===== config.mk =====
export PLATFORM = sky130hd
export DESIGN_NAME = wlm_ctrl
export DESIGN_NICKNAME = d
export VERILOG_FILES = /design/src/hw/rtl/wlm_pkg.sv /design/src/hw/rtl/wlm_ctrl.sv
export VERILOG_INCLUDE_DIRS = /design/src /design/src/hw/rtl
export SDC_FILE = /design/constraint.sdc
export NUM_CORES = 1
export LEC_CHECK = 0
export BUFFER_PORTS_ARGS = -buffer_cell sky130_fd_sc_hd__buf_2
export CORE_UTILIZATION = 38
export DETAILED_ROUTE_END_ITERATION = 16
export GPL_TIMING_DRIVEN = 1
export SETUP_SLACK_MARGIN = 0.5
export SLEW_MARGIN = 20
export SYNTH_ARGS = -nofsm -noshare
export SYNTH_HDL_FRONTEND = slang
export SYNTH_SLANG_ARGS = --single-unit

===== constraint.sdc =====
create_clock -name clk -period 1.94 [get_ports clk]
set_input_delay 0.388 -clock clk [delete_from_list [all_inputs] [get_ports clk]]
set_output_delay 0.388 -clock clk [all_outputs]
set_load 0.02 [all_outputs]

===== src/hw/rtl/weighted_lsq_multilateration_2d_macros.svh =====
// Assertion macros for the multilateration RTL.
`ifndef WEIGHTED_LSQ_MULTILATERATION_2D_MACROS_SVH
`define WEIGHTED_LSQ_MULTILATERATION_2D_MACROS_SVH

// Same-cycle implication.
`define WLM_ASSERT_IMP(label, c, r, ante, cons, msg) \
  label: assert property (@(posedge c) disable iff (r) (ante) |-> (cons)) else $error(msg);

// Next-cycle implication.
`define WLM_ASSERT_NXT(label, c, r, ante, cons, msg) \
  label: assert property (@(posedge c) disable iff (r) (ante) |=> (cons)) else $error(msg);

`endif


===== src/hw/rtl/wlm_pkg.sv =====
// Types, constants and micro-op tables for the multilateration block.
package wlm_pkg;

  localparam int MAX_BEACONS = 16;
  localparam int MIN_BEACONS = 3;
  localparam int CNT_W       = 6;
  localparam int DIV_Q_W     = 17;
  localparam int ITEM_LEN    = 14;
  localparam int NUM_PAIRS   = 6;
  localparam int PAIR_LEN    = 5;
  localparam logic [14:0] MIN_DIST_RESET = 15'd100;

  localparam logic [1:0] STATUS_OK   = 2'd0;
  localparam logic [1:0] STATUS_FEW  = 2'd1;
  localparam logic [1:0] STATUS_SING = 2'd2;
  localparam logic [1:0] STATUS_MANY = 2'd3;

  typedef enum logic [3:0] {
    MOP_NONE, MOP_D0SQ, MOP_DISQ, MOP_XSQ, MOP_X0SQ, MOP_YSQ, MOP_Y0SQ,
    MOP_WAX, MOP_WAY, MOP_S0, MOP_S1, MOP_S2, MOP_S3, MOP_S4, MOP_PART
  } mop_t;

  typedef enum logic [3:0] {
    WB_NONE, WB_BSET, WB_BADD, WB_BSUB, WB_WAX, WB_WAY, WB_SUM,
    WB_PSET, WB_PADD32, WB_PADD64, WB_FIN
  } wb_t;

  typedef enum logic [1:0] {WD_DET, WD_NX, WD_NY} wdest_t;
  typedef enum logic [1:0] {DV_W, DV_X, DV_Y} div_dst_t;

  typedef enum logic [3:0] {
    S_IDLE, S_DECIDE, S_DIV, S_DFIN, S_ITEM, S_POST, S_SOLVE, S_SDRAIN,
    S_CHKDET, S_STARTY, S_EMIT
  } state_t;

  typedef struct packed {
    mop_t       mop;
    wb_t        wb;
    logic [2:0] sa;
    logic [2:0] sb;
    logic [1:0] part;
    wdest_t     dest;
    logic       sub;
    logic       first;
  } uop_t;

  typedef struct packed {
    logic       accept;
    logic       ref_load;
    logic       count_bump;
    logic       count_sat;
    logic       clear_run;
    uop_t       uop;
    logic       div_start;
    logic       div_step;
    logic       div_fin;
    div_dst_t   div_sel;
    logic       emit;
    logic [1:0] status;
  } cmd_t;

  typedef struct packed {
    logic [CNT_W-1:0] count;
    logic             last;
    logic             det_zero;
  } sts_t;

  function automatic uop_t uop_nop();
    uop_t u;
    u = '0;
    u.mop  = MOP_NONE;
    u.wb   = WB_NONE;
    u.dest = WD_DET;
    return u;
  endfunction

  function automatic uop_t item_uop(input logic [4:0] idx);
    uop_t u;
    u = uop_nop();
    case (idx)
      5'd0: begin u.mop = MOP_WAX;  u.wb = WB_WAX;  end
      5'd1: begin u.mop = MOP_WAY;  u.wb = WB_WAY;  end
      5'd2: begin u.mop = MOP_D0SQ; u.wb = WB_BSET; end
      5'd3: begin u.mop = MOP_DISQ; u.wb = WB_BSUB; end
      5'd4: begin u.mop = MOP_XSQ;  u.wb = WB_BADD; end
      5'd5: begin u.mop = MOP_X0SQ; u.wb = WB_BSUB; end
      5'd6: begin u.mop = MOP_YSQ;  u.wb = WB_BADD; end
      5'd7: begin u.mop = MOP_Y0SQ; u.wb = WB_BSUB; end
      5'd8: begin u.mop = MOP_S0; u.wb = WB_SUM; u.sa = 3'd0; end
      5'd9: begin u.mop = MOP_S1; u.wb = WB_SUM; u.sa = 3'd1; end
      5'd10: begin u.mop = MOP_S2; u.wb = WB_SUM; u.sa = 3'd2; end
      5'd11: begin u.mop = MOP_S3; u.wb = WB_SUM; u.sa = 3'd3; end
      5'd12: begin u.mop = MOP_S4; u.wb = WB_SUM; u.sa = 3'd4; end
      default: u = uop_nop();
    endcase
    return u;
  endfunction

  function automatic uop_t solve_uop(input logic [2:0] pair, input logic [2:0] j);
    uop_t u;
    u = uop_nop();
    case (pair)
      3'd0: begin u.sa = 3'd0; u.sb = 3'd2; u.dest = WD_DET; u.first = 1'b1; end
      3'd1: begin u.sa = 3'd1; u.sb = 3'd1; u.dest = WD_DET; u.sub = 1'b1; end
      3'd2: begin u.sa = 3'd2; u.sb = 3'd3; u.dest = WD_NX; u.first = 1'b1; end
      3'd3: begin u.sa = 3'd1; u.sb = 3'd4; u.dest = WD_NX; u.sub = 1'b1; end
      3'd4: begin u.sa = 3'd0; u.sb = 3'd4; u.dest = WD_NY; u.first = 1'b1; end
      3'd5: begin u.sa = 3'd1; u.sb = 3'd3; u.dest = WD_NY; u.sub = 1'b1; end
      default: u = uop_nop();
    endcase
    case (j)
      3'd0: begin u.mop = MOP_PART; u.part = 2'd0; u.wb = WB_PSET;   end
      3'd1: begin u.mop = MOP_PART; u.part = 2'd1; u.wb = WB_PADD32; end
      3'd2: begin u.mop = MOP_PART; u.part = 2'd2; u.wb = WB_PADD32; end
      3'd3: begin u.mop = MOP_PART; u.part = 2'd3; u.wb = WB_PADD64; end
      3'd4: begin u.mop = MOP_NONE; u.wb = WB_FIN; end
      default: begin u.mop = MOP_NONE; u.wb = WB_NONE; end
    endcase
    return u;
  endfunction

endpackage


===== src/hw/rtl/wlm_ctrl.sv =====
// Sequencer for item accumulation, normal-equation solve and division.
`include "weighted_lsq_multilateration_2d_macros.svh"
module wlm_ctrl import wlm_pkg::*; (
  input  logic clk,
  input  logic rst,
  input  logic start,
  output logic busy,
  input  sts_t sts,
  output cmd_t cmd
);

  state_t     state, state_next;
  logic [4:0] step, step_next;
  logic [2:0] pair, pair_next;
  div_dst_t   dst, dst_next;

  always_ff @(posedge clk) begin
    if (rst) begin
      state <= S_IDLE;
      step  <= '0;
      pair  <= '0;
      dst   <= DV_W;
    end else begin
      state <= state_next;
      step  <= step_next;
      pair  <= pair_next;
      dst   <= dst_next;
    end
  end

  always_comb begin
    state_next = state;
    step_next  = step;
    pair_next  = pair;
    dst_next   = dst;
    cmd        = '0;
    cmd.uop    = uop_nop();
    cmd.div_sel = dst;
    busy       = (state != S_IDLE);
    case (state)
      S_IDLE: begin
        if (start) begin
          cmd.accept = 1'b1;
          state_next = S_DECIDE;
        end
      end
      S_DECIDE: begin
        if (sts.count == '0) begin
          cmd.ref_load = 1'b1;
          state_next   = S_POST;
        end else if (sts.count < CNT_W'(MAX_BEACONS)) begin
          cmd.div_start = 1'b1;
          cmd.div_sel   = DV_W;
          dst_next      = DV_W;
          step_next     = '0;
          state_next    = S_DIV;
        end else begin
          cmd.count_sat = 1'b1;
          state_next    = S_POST;
        end
      end
      S_DIV: begin
        cmd.div_step = 1'b1;
        if (step == 5'(DIV_Q_W - 1)) begin
          step_next  = '0;
          state_next = S_DFIN;
        end else begin
          step_next = step + 5'd1;
        end
      end
      S_DFIN: begin
        cmd.div_fin = 1'b1;
        case (dst)
          DV_W: begin
            step_next  = '0;
            state_next = S_ITEM;
          end
          DV_X:    state_next = S_STARTY;
          DV_Y:    state_next = S_EMIT;
          default: state_next = S_IDLE;
        endcase
      end
      S_ITEM: begin
        cmd.uop = item_uop(step);
        if (step == 5'(ITEM_LEN - 1)) begin
          cmd.count_bump = 1'b1;
          step_next      = '0;
          state_next     = S_POST;
        end else begin
          step_next = step + 5'd1;
        end
      end
      S_POST: begin
        if (!sts.last) begin
          state_next = S_IDLE;
        end else if (sts.count > CNT_W'(MAX_BEACONS)) begin
          cmd.emit      = 1'b1;
          cmd.status    = STATUS_MANY;
          cmd.clear_run = 1'b1;
          state_next    = S_IDLE;
        end else if (sts.count < CNT_W'(MIN_BEACONS)) begin
          cmd.emit      = 1'b1;
          cmd.status    = STATUS_FEW;
          cmd.clear_run = 1'b1;
          state_next    = S_IDLE;
        end else begin
          step_next  = '0;
          pair_next  = '0;
          state_next = S_SOLVE;
        end
      end
      S_SOLVE: begin
        cmd.uop = solve_uop(pair, step[2:0]);
        if (step == 5'(PAIR_LEN - 1)) begin
          step_next = '0;
          if (pair == 3'(NUM_PAIRS - 1)) begin
            state_next = S_SDRAIN;
          end else begin
            pair_next = pair + 3'd1;
          end
        end else begin
          step_next = step + 5'd1;
        end
      end
      S_SDRAIN: state_next = S_CHKDET;
      S_CHKDET: begin
        if (sts.det_zero) begin
          cmd.emit      = 1'b1;
          cmd.status    = STATUS_SING;
          cmd.clear_run = 1'b1;
          state_next    = S_IDLE;
        end else begin
          cmd.div_start = 1'b1;
          cmd.div_sel   = DV_X;
          dst_next      = DV_X;
          step_next     = '0;
          state_next    = S_DIV;
        end
      end
      S_STARTY: begin
        cmd.div_start = 1'b1;
        cmd.div_sel   = DV_Y;
        dst_next      = DV_Y;
        step_next     = '0;
        state_next    = S_DIV;
      end
      S_EMIT: begin
        cmd.emit      = 1'b1;
        cmd.status    = STATUS_OK;
        cmd.clear_run = 1'b1;
        state_next    = S_IDLE;
      end
      default: state_next = S_IDLE;
    endcase
  end

  `WLM_ASSERT_IMP(a_accept_idle, clk, rst, cmd.accept, state == S_IDLE, "transfer outside idle")
  `WLM_ASSERT_NXT(a_emit_idle, clk, rst, cmd.emit, state == S_IDLE, "no return to idle after result")
  `WLM_ASSERT_IMP(a_emit_clears, clk, rst, cmd.emit, cmd.clear_run, "result without run clear")
  `WLM_ASSERT_IMP(a_ok_after_div, clk, rst, cmd.emit && cmd.status == STATUS_OK,
                  $past(state) == S_DFIN && $past(dst) == DV_Y, "ok result without solve")

endmodule


==> results.txt <==
* Result of the run: complete, but fails checks
- The final reports fail on negative setup slack.
- Relative to the synthesized area, the layout overhead comes to 115%.
- Derived from the worst setup path, the maximum achievable clock frequency is 442 MHz.
- Die X-Extent: about 65 um
- IO buf count: 44
- Flops & latches, synth: 14
- Std-Cell Core Area: 3770 um^2
* ANT cells: 0
* Unique masters post-synth: 47
- Critical path endpoint: cmd[27]
* Clk_lat worst skew: 0.25 ns
- Counting the buffers created by CTS gives 3.
* Clock tree from TritonCTS: done
- Pwr dens: 574 nW/um^2
- In this run the worst setup path begins at step[0].
* Initial detailed-routing violation count: 161
- Measured along the y axis, the die boundary spans 65.4 um.
* Number of enable flip-flop cells after synthesis: 0
- Category of the critical setup timing path: register to primary output
- Measured against its own limit, the worst slew margin works out to between 70% and 80%.
* Global-route total usage across every layer: 29.0%
- Setup violations remaining at the end of the flow were counted as 26.
- Worst reg2reg endpoint: step[3]
- The clock net in this run drives a total of 14 sinks.
- Commonest cells in the synthesized netlist: 28 x sky130_fd_sc_hd__nor2_1, 22 x sky130_fd_sc_hd__a21oi_1, 20 x sky130_fd_sc_hd__nand2_1
- Yosys printed 0 warnings.
* Clock-pin slew reported for the worst setup and hold paths after clock tree synthesis: roughly 0.060 ns
- Averaged over all synthesized cells, the footprint is 6.88 um^2.
- The floorplan step defined a die boundary enclosing approximately 4300 um^2.
* Final WL: around 7.2 mm
* Weighted congestion at the end of routability-driven global placement: 0.877
* Initial DRT Pass Iterations: 7
- STA classifies the critical path endpoint as a primary output.
- DR vias: roughly 2.2k
* First-pass GRT wire length: 9.78 mm
* Max-cap viol count: 0
- After routing the design area is 3290 um^2.
* Final worst path period share: 116%
* Leakage power of the design: 1.24 nW
* Crit Reg-Reg Startpoint: step[0]
- In this run the core area contains 22 standard-cell rows.
- Between clock sinks in the finished design, the worst skew comes to about 0.009 ns.
- The number of antenna violations at the first check in global routing was 0.
- Across all setup checks in the final design, the least slack found is -0.320 ns.
- The total overflow left after global routing is 0.
- For the worst setup path, the data required time is 1.55 ns.
* Ratio of cells with drive above 1 in the final layout: 68.1%
- Arrival time reported for the critical path endpoint: 1.87 ns
* Measured slew at the worst slew-check pin: 0.426 ns
* Sequential share of the synthesized area: between 10% and 20%
- The critical path contains buffers and inverters numbering 3 combined.
* Family with the most delay on the worst path: compound AO/OA/AOI/OAI gates
- Cell chain of the critical path: inv_4 > ha_4 > nor3_4 > a21oi_2 > o21a_1 > buf_4 > a21bo_2 > buf_2
- Most frequently used flop master after synthesis: sky130_fd_sc_hd__dfxtp_1
- After detailed routing, the number of vias per cell comes to 6.02.
- Setup repair after global routing could not meet its margin everywhere.
- CTS built an H-tree with a depth of 1.
- Of the post-synthesis cell area, the dominant cell type holds 18.3%.
- The number of nets handed over by synthesis was 246.
- Counting along the longest clock path gives a buffer depth of 2.
* Clock period minus final worst setup slack: approximately 2.3 ns
- The tightest min-delay check is of the input pin to register type.
- Detailed placement ended at an HPWL of 3.69 mm.
- After detailed routing, the number of remaining DRC violations is 0.
- Pin count of the biggest net entering global routing: 18
- Asr flop ratio synth: 0%
- Total Nets Final: 345
* Maximum fanout along the worst path: 4
- Number of pins exceeding their max-slew limit in the final report: 0
- Measured in cells, the most critical reg-to-reg path has a length of 8.
* Main area contributors after synthesis: sky130_fd_sc_hd__dfxtp_1 18%, sky130_fd_sc_hd__ha_1 11%, sky130_fd_sc_hd__a21oi_1 7.2%
- Synthesis produced 222 cells.
- For this design, the CTS-stage hold fixing added 0 buffers.
- Longest individual stage delay on the worst path: 0.41 ns
- Setup TNS Final: -3.50 ns
* Most common cell in the netlist: sky130_fd_sc_hd__nor2_1
- Category of the worst setup path launch point: register
- In the final routed layout, each cell accounts on average for 19.5 um.
* Final Hold Vio Count: 0
* Total number of cells along the worst setup path: 8
* Effective utilization at floorplan: 40.5%
- The largest total area in the synthesized netlist belongs to sky130_fd_sc_hd__dfxtp_1.
- Reg-to-reg setup timing slack: -0.01 ns
- CTS placed an instance of sky130_fd_sc_hd__clkbuf_8 at the clock tree root.
- Pin placement for this block handled 45 I/O pins.
- Mapped cell area: 1530 um^2
- The slowest stage of the critical path belongs to the cell sky130_fd_sc_hd__dfxtp_4.
* Remaining antenna violation count after routing: 0
- The number of global-route vias before repair came to 2071.
* Post-Place Cell Area: 2360 um^2
- The worst-case IR drop observed on VDD is ~0.00047 V.
==> per-layer routing <==
| layer | up-vias | track usage, % | wire, um |
|---|---|---|---|
| met3 | 27 | 2.26 | 386 |
| met2 | 127 | 53.7 | 3750 |
| li1 | 1005 | - | - |
| met1 | 1057 | 35.4 | 2810 |
| met5 | - | 0 | 0 |
| met4 | 0 | 7.61 | 244 |
==> kinds of logic (layout without fill, tap and decap cells) <==
group,Yosys count,after routing,synth area share [%]
buffers and inverters,31,129,9.34
flip-flops,14,14,18.3
adder cells (fa/ha/maj),13,13,10.6
AND/OR/NAND/NOR,92,92,30.2
multiplexers,1,1,0.655
AO/OA/AOI/OAI,71,71,30.8
==> cells in the final DEF (no fill, tap or decap), types with 5 or more instances in the layout <==
cell type                 netlist  final
sky130_fd_sc_hd__nor2_2         0      5
sky130_fd_sc_hd__nand3_1        7      6
sky130_fd_sc_hd__o21ai_0       15      8
sky130_fd_sc_hd__a21oi_2        0      8
sky130_fd_sc_hd__a21oi_4        0      5
sky130_fd_sc_hd__ha_1          13      5
sky130_fd_sc_hd__buf_6          0     51
sky130_fd_sc_hd__ha_4           0      7
sky130_fd_sc_hd__buf_2          1     10
sky130_fd_sc_hd__o21ai_2        0      5
sky130_fd_sc_hd__nor2_1        28     14
sky130_fd_sc_hd__nand2_1       20     14
sky130_fd_sc_hd__inv_1         14      8
sky130_fd_sc_hd__a21oi_1       22      9
sky130_fd_sc_hd__nor3_4         0      8
sky130_fd_sc_hd__nor2_4         0      9
sky130_fd_sc_hd__buf_4          1     45
sky130_fd_sc_hd__dfxtp_4        0      8
==> power by group <==
| part | switching (mW) | total [mW] | internal, mW |
|---|---|---|---|
| Sequential | 0.0346 | 0.343 | 0.308 |
| Clock | 0.112 | 0.258 | 0.146 |
| Combinational | 0.671 | 1.29 | 0.615 |
| Total | 0.818 | 1.89 | 1.07 |
==> worst register-to-register path, cell delays in order (launching register included) <==
cell                       delay (ns)
sky130_fd_sc_hd__dfxtp_4         0.38
sky130_fd_sc_hd__inv_4           0.07
sky130_fd_sc_hd__buf_4           0.12
sky130_fd_sc_hd__ha_4            0.22
sky130_fd_sc_hd__nor4bb_1        0.24
sky130_fd_sc_hd__nor4_1          0.08
sky130_fd_sc_hd__a221o_2         0.39
sky130_fd_sc_hd__a41oi_1         0.25
sky130_fd_sc_hd__a311oi_1        0.07
==> metrics by stage <==
stage	util (%)	hold WS (ns)	std cells	total power, mW	worst slack [ns]
after floorplan	-	0.487	222	0.946	-0.0276
after global placement	62.5	0.512	333	1.17	-0.209
after detailed placement	62.5	0.521	333	1.19	-0.266
after global routing	87.2	0.548	368	1.97	-0.395
after CTS	82.7	0.516	362	1.75	-0.273
final	87.2	0.544	368	1.89	-0.320
==> state kept, by name (all words and copies together), names as in the netlist <==
name and flops:
dst 2, step 5, pair 3, state 4
==> final cells by class <==
cell class	count	area (um^2)
clock buffers	4	45.0
fillers	195	484
inverters	14	70.1
multi-input cells	177	1750
flip-flops and latches	14	314
well taps	48	60.1
repair buffers	111	1050
==> what timing repair did <==
item,in CTS,in global routing
setup endpoints to repair,47,47
setup buffers,25,6
resized for setup,147,29
pin swaps,35,20
==> how the worst min path moves through the flow <==
| stage | to | cells after the start | startpoint |
|---|---|---|---|
| final | state[2] | 2 | rst |
| after global routing | pair[2] | 2 | rst |
| after CTS | pair[0] | 2 | rst |
| after detailed placement | pair[1] | 2 | pair[1] |
| after global placement | pair[1] | 2 | pair[1] |
| after floorplan | pair[1] | 2 | pair[1] |
Note: power is estimated with default switching activity, not from simulation.
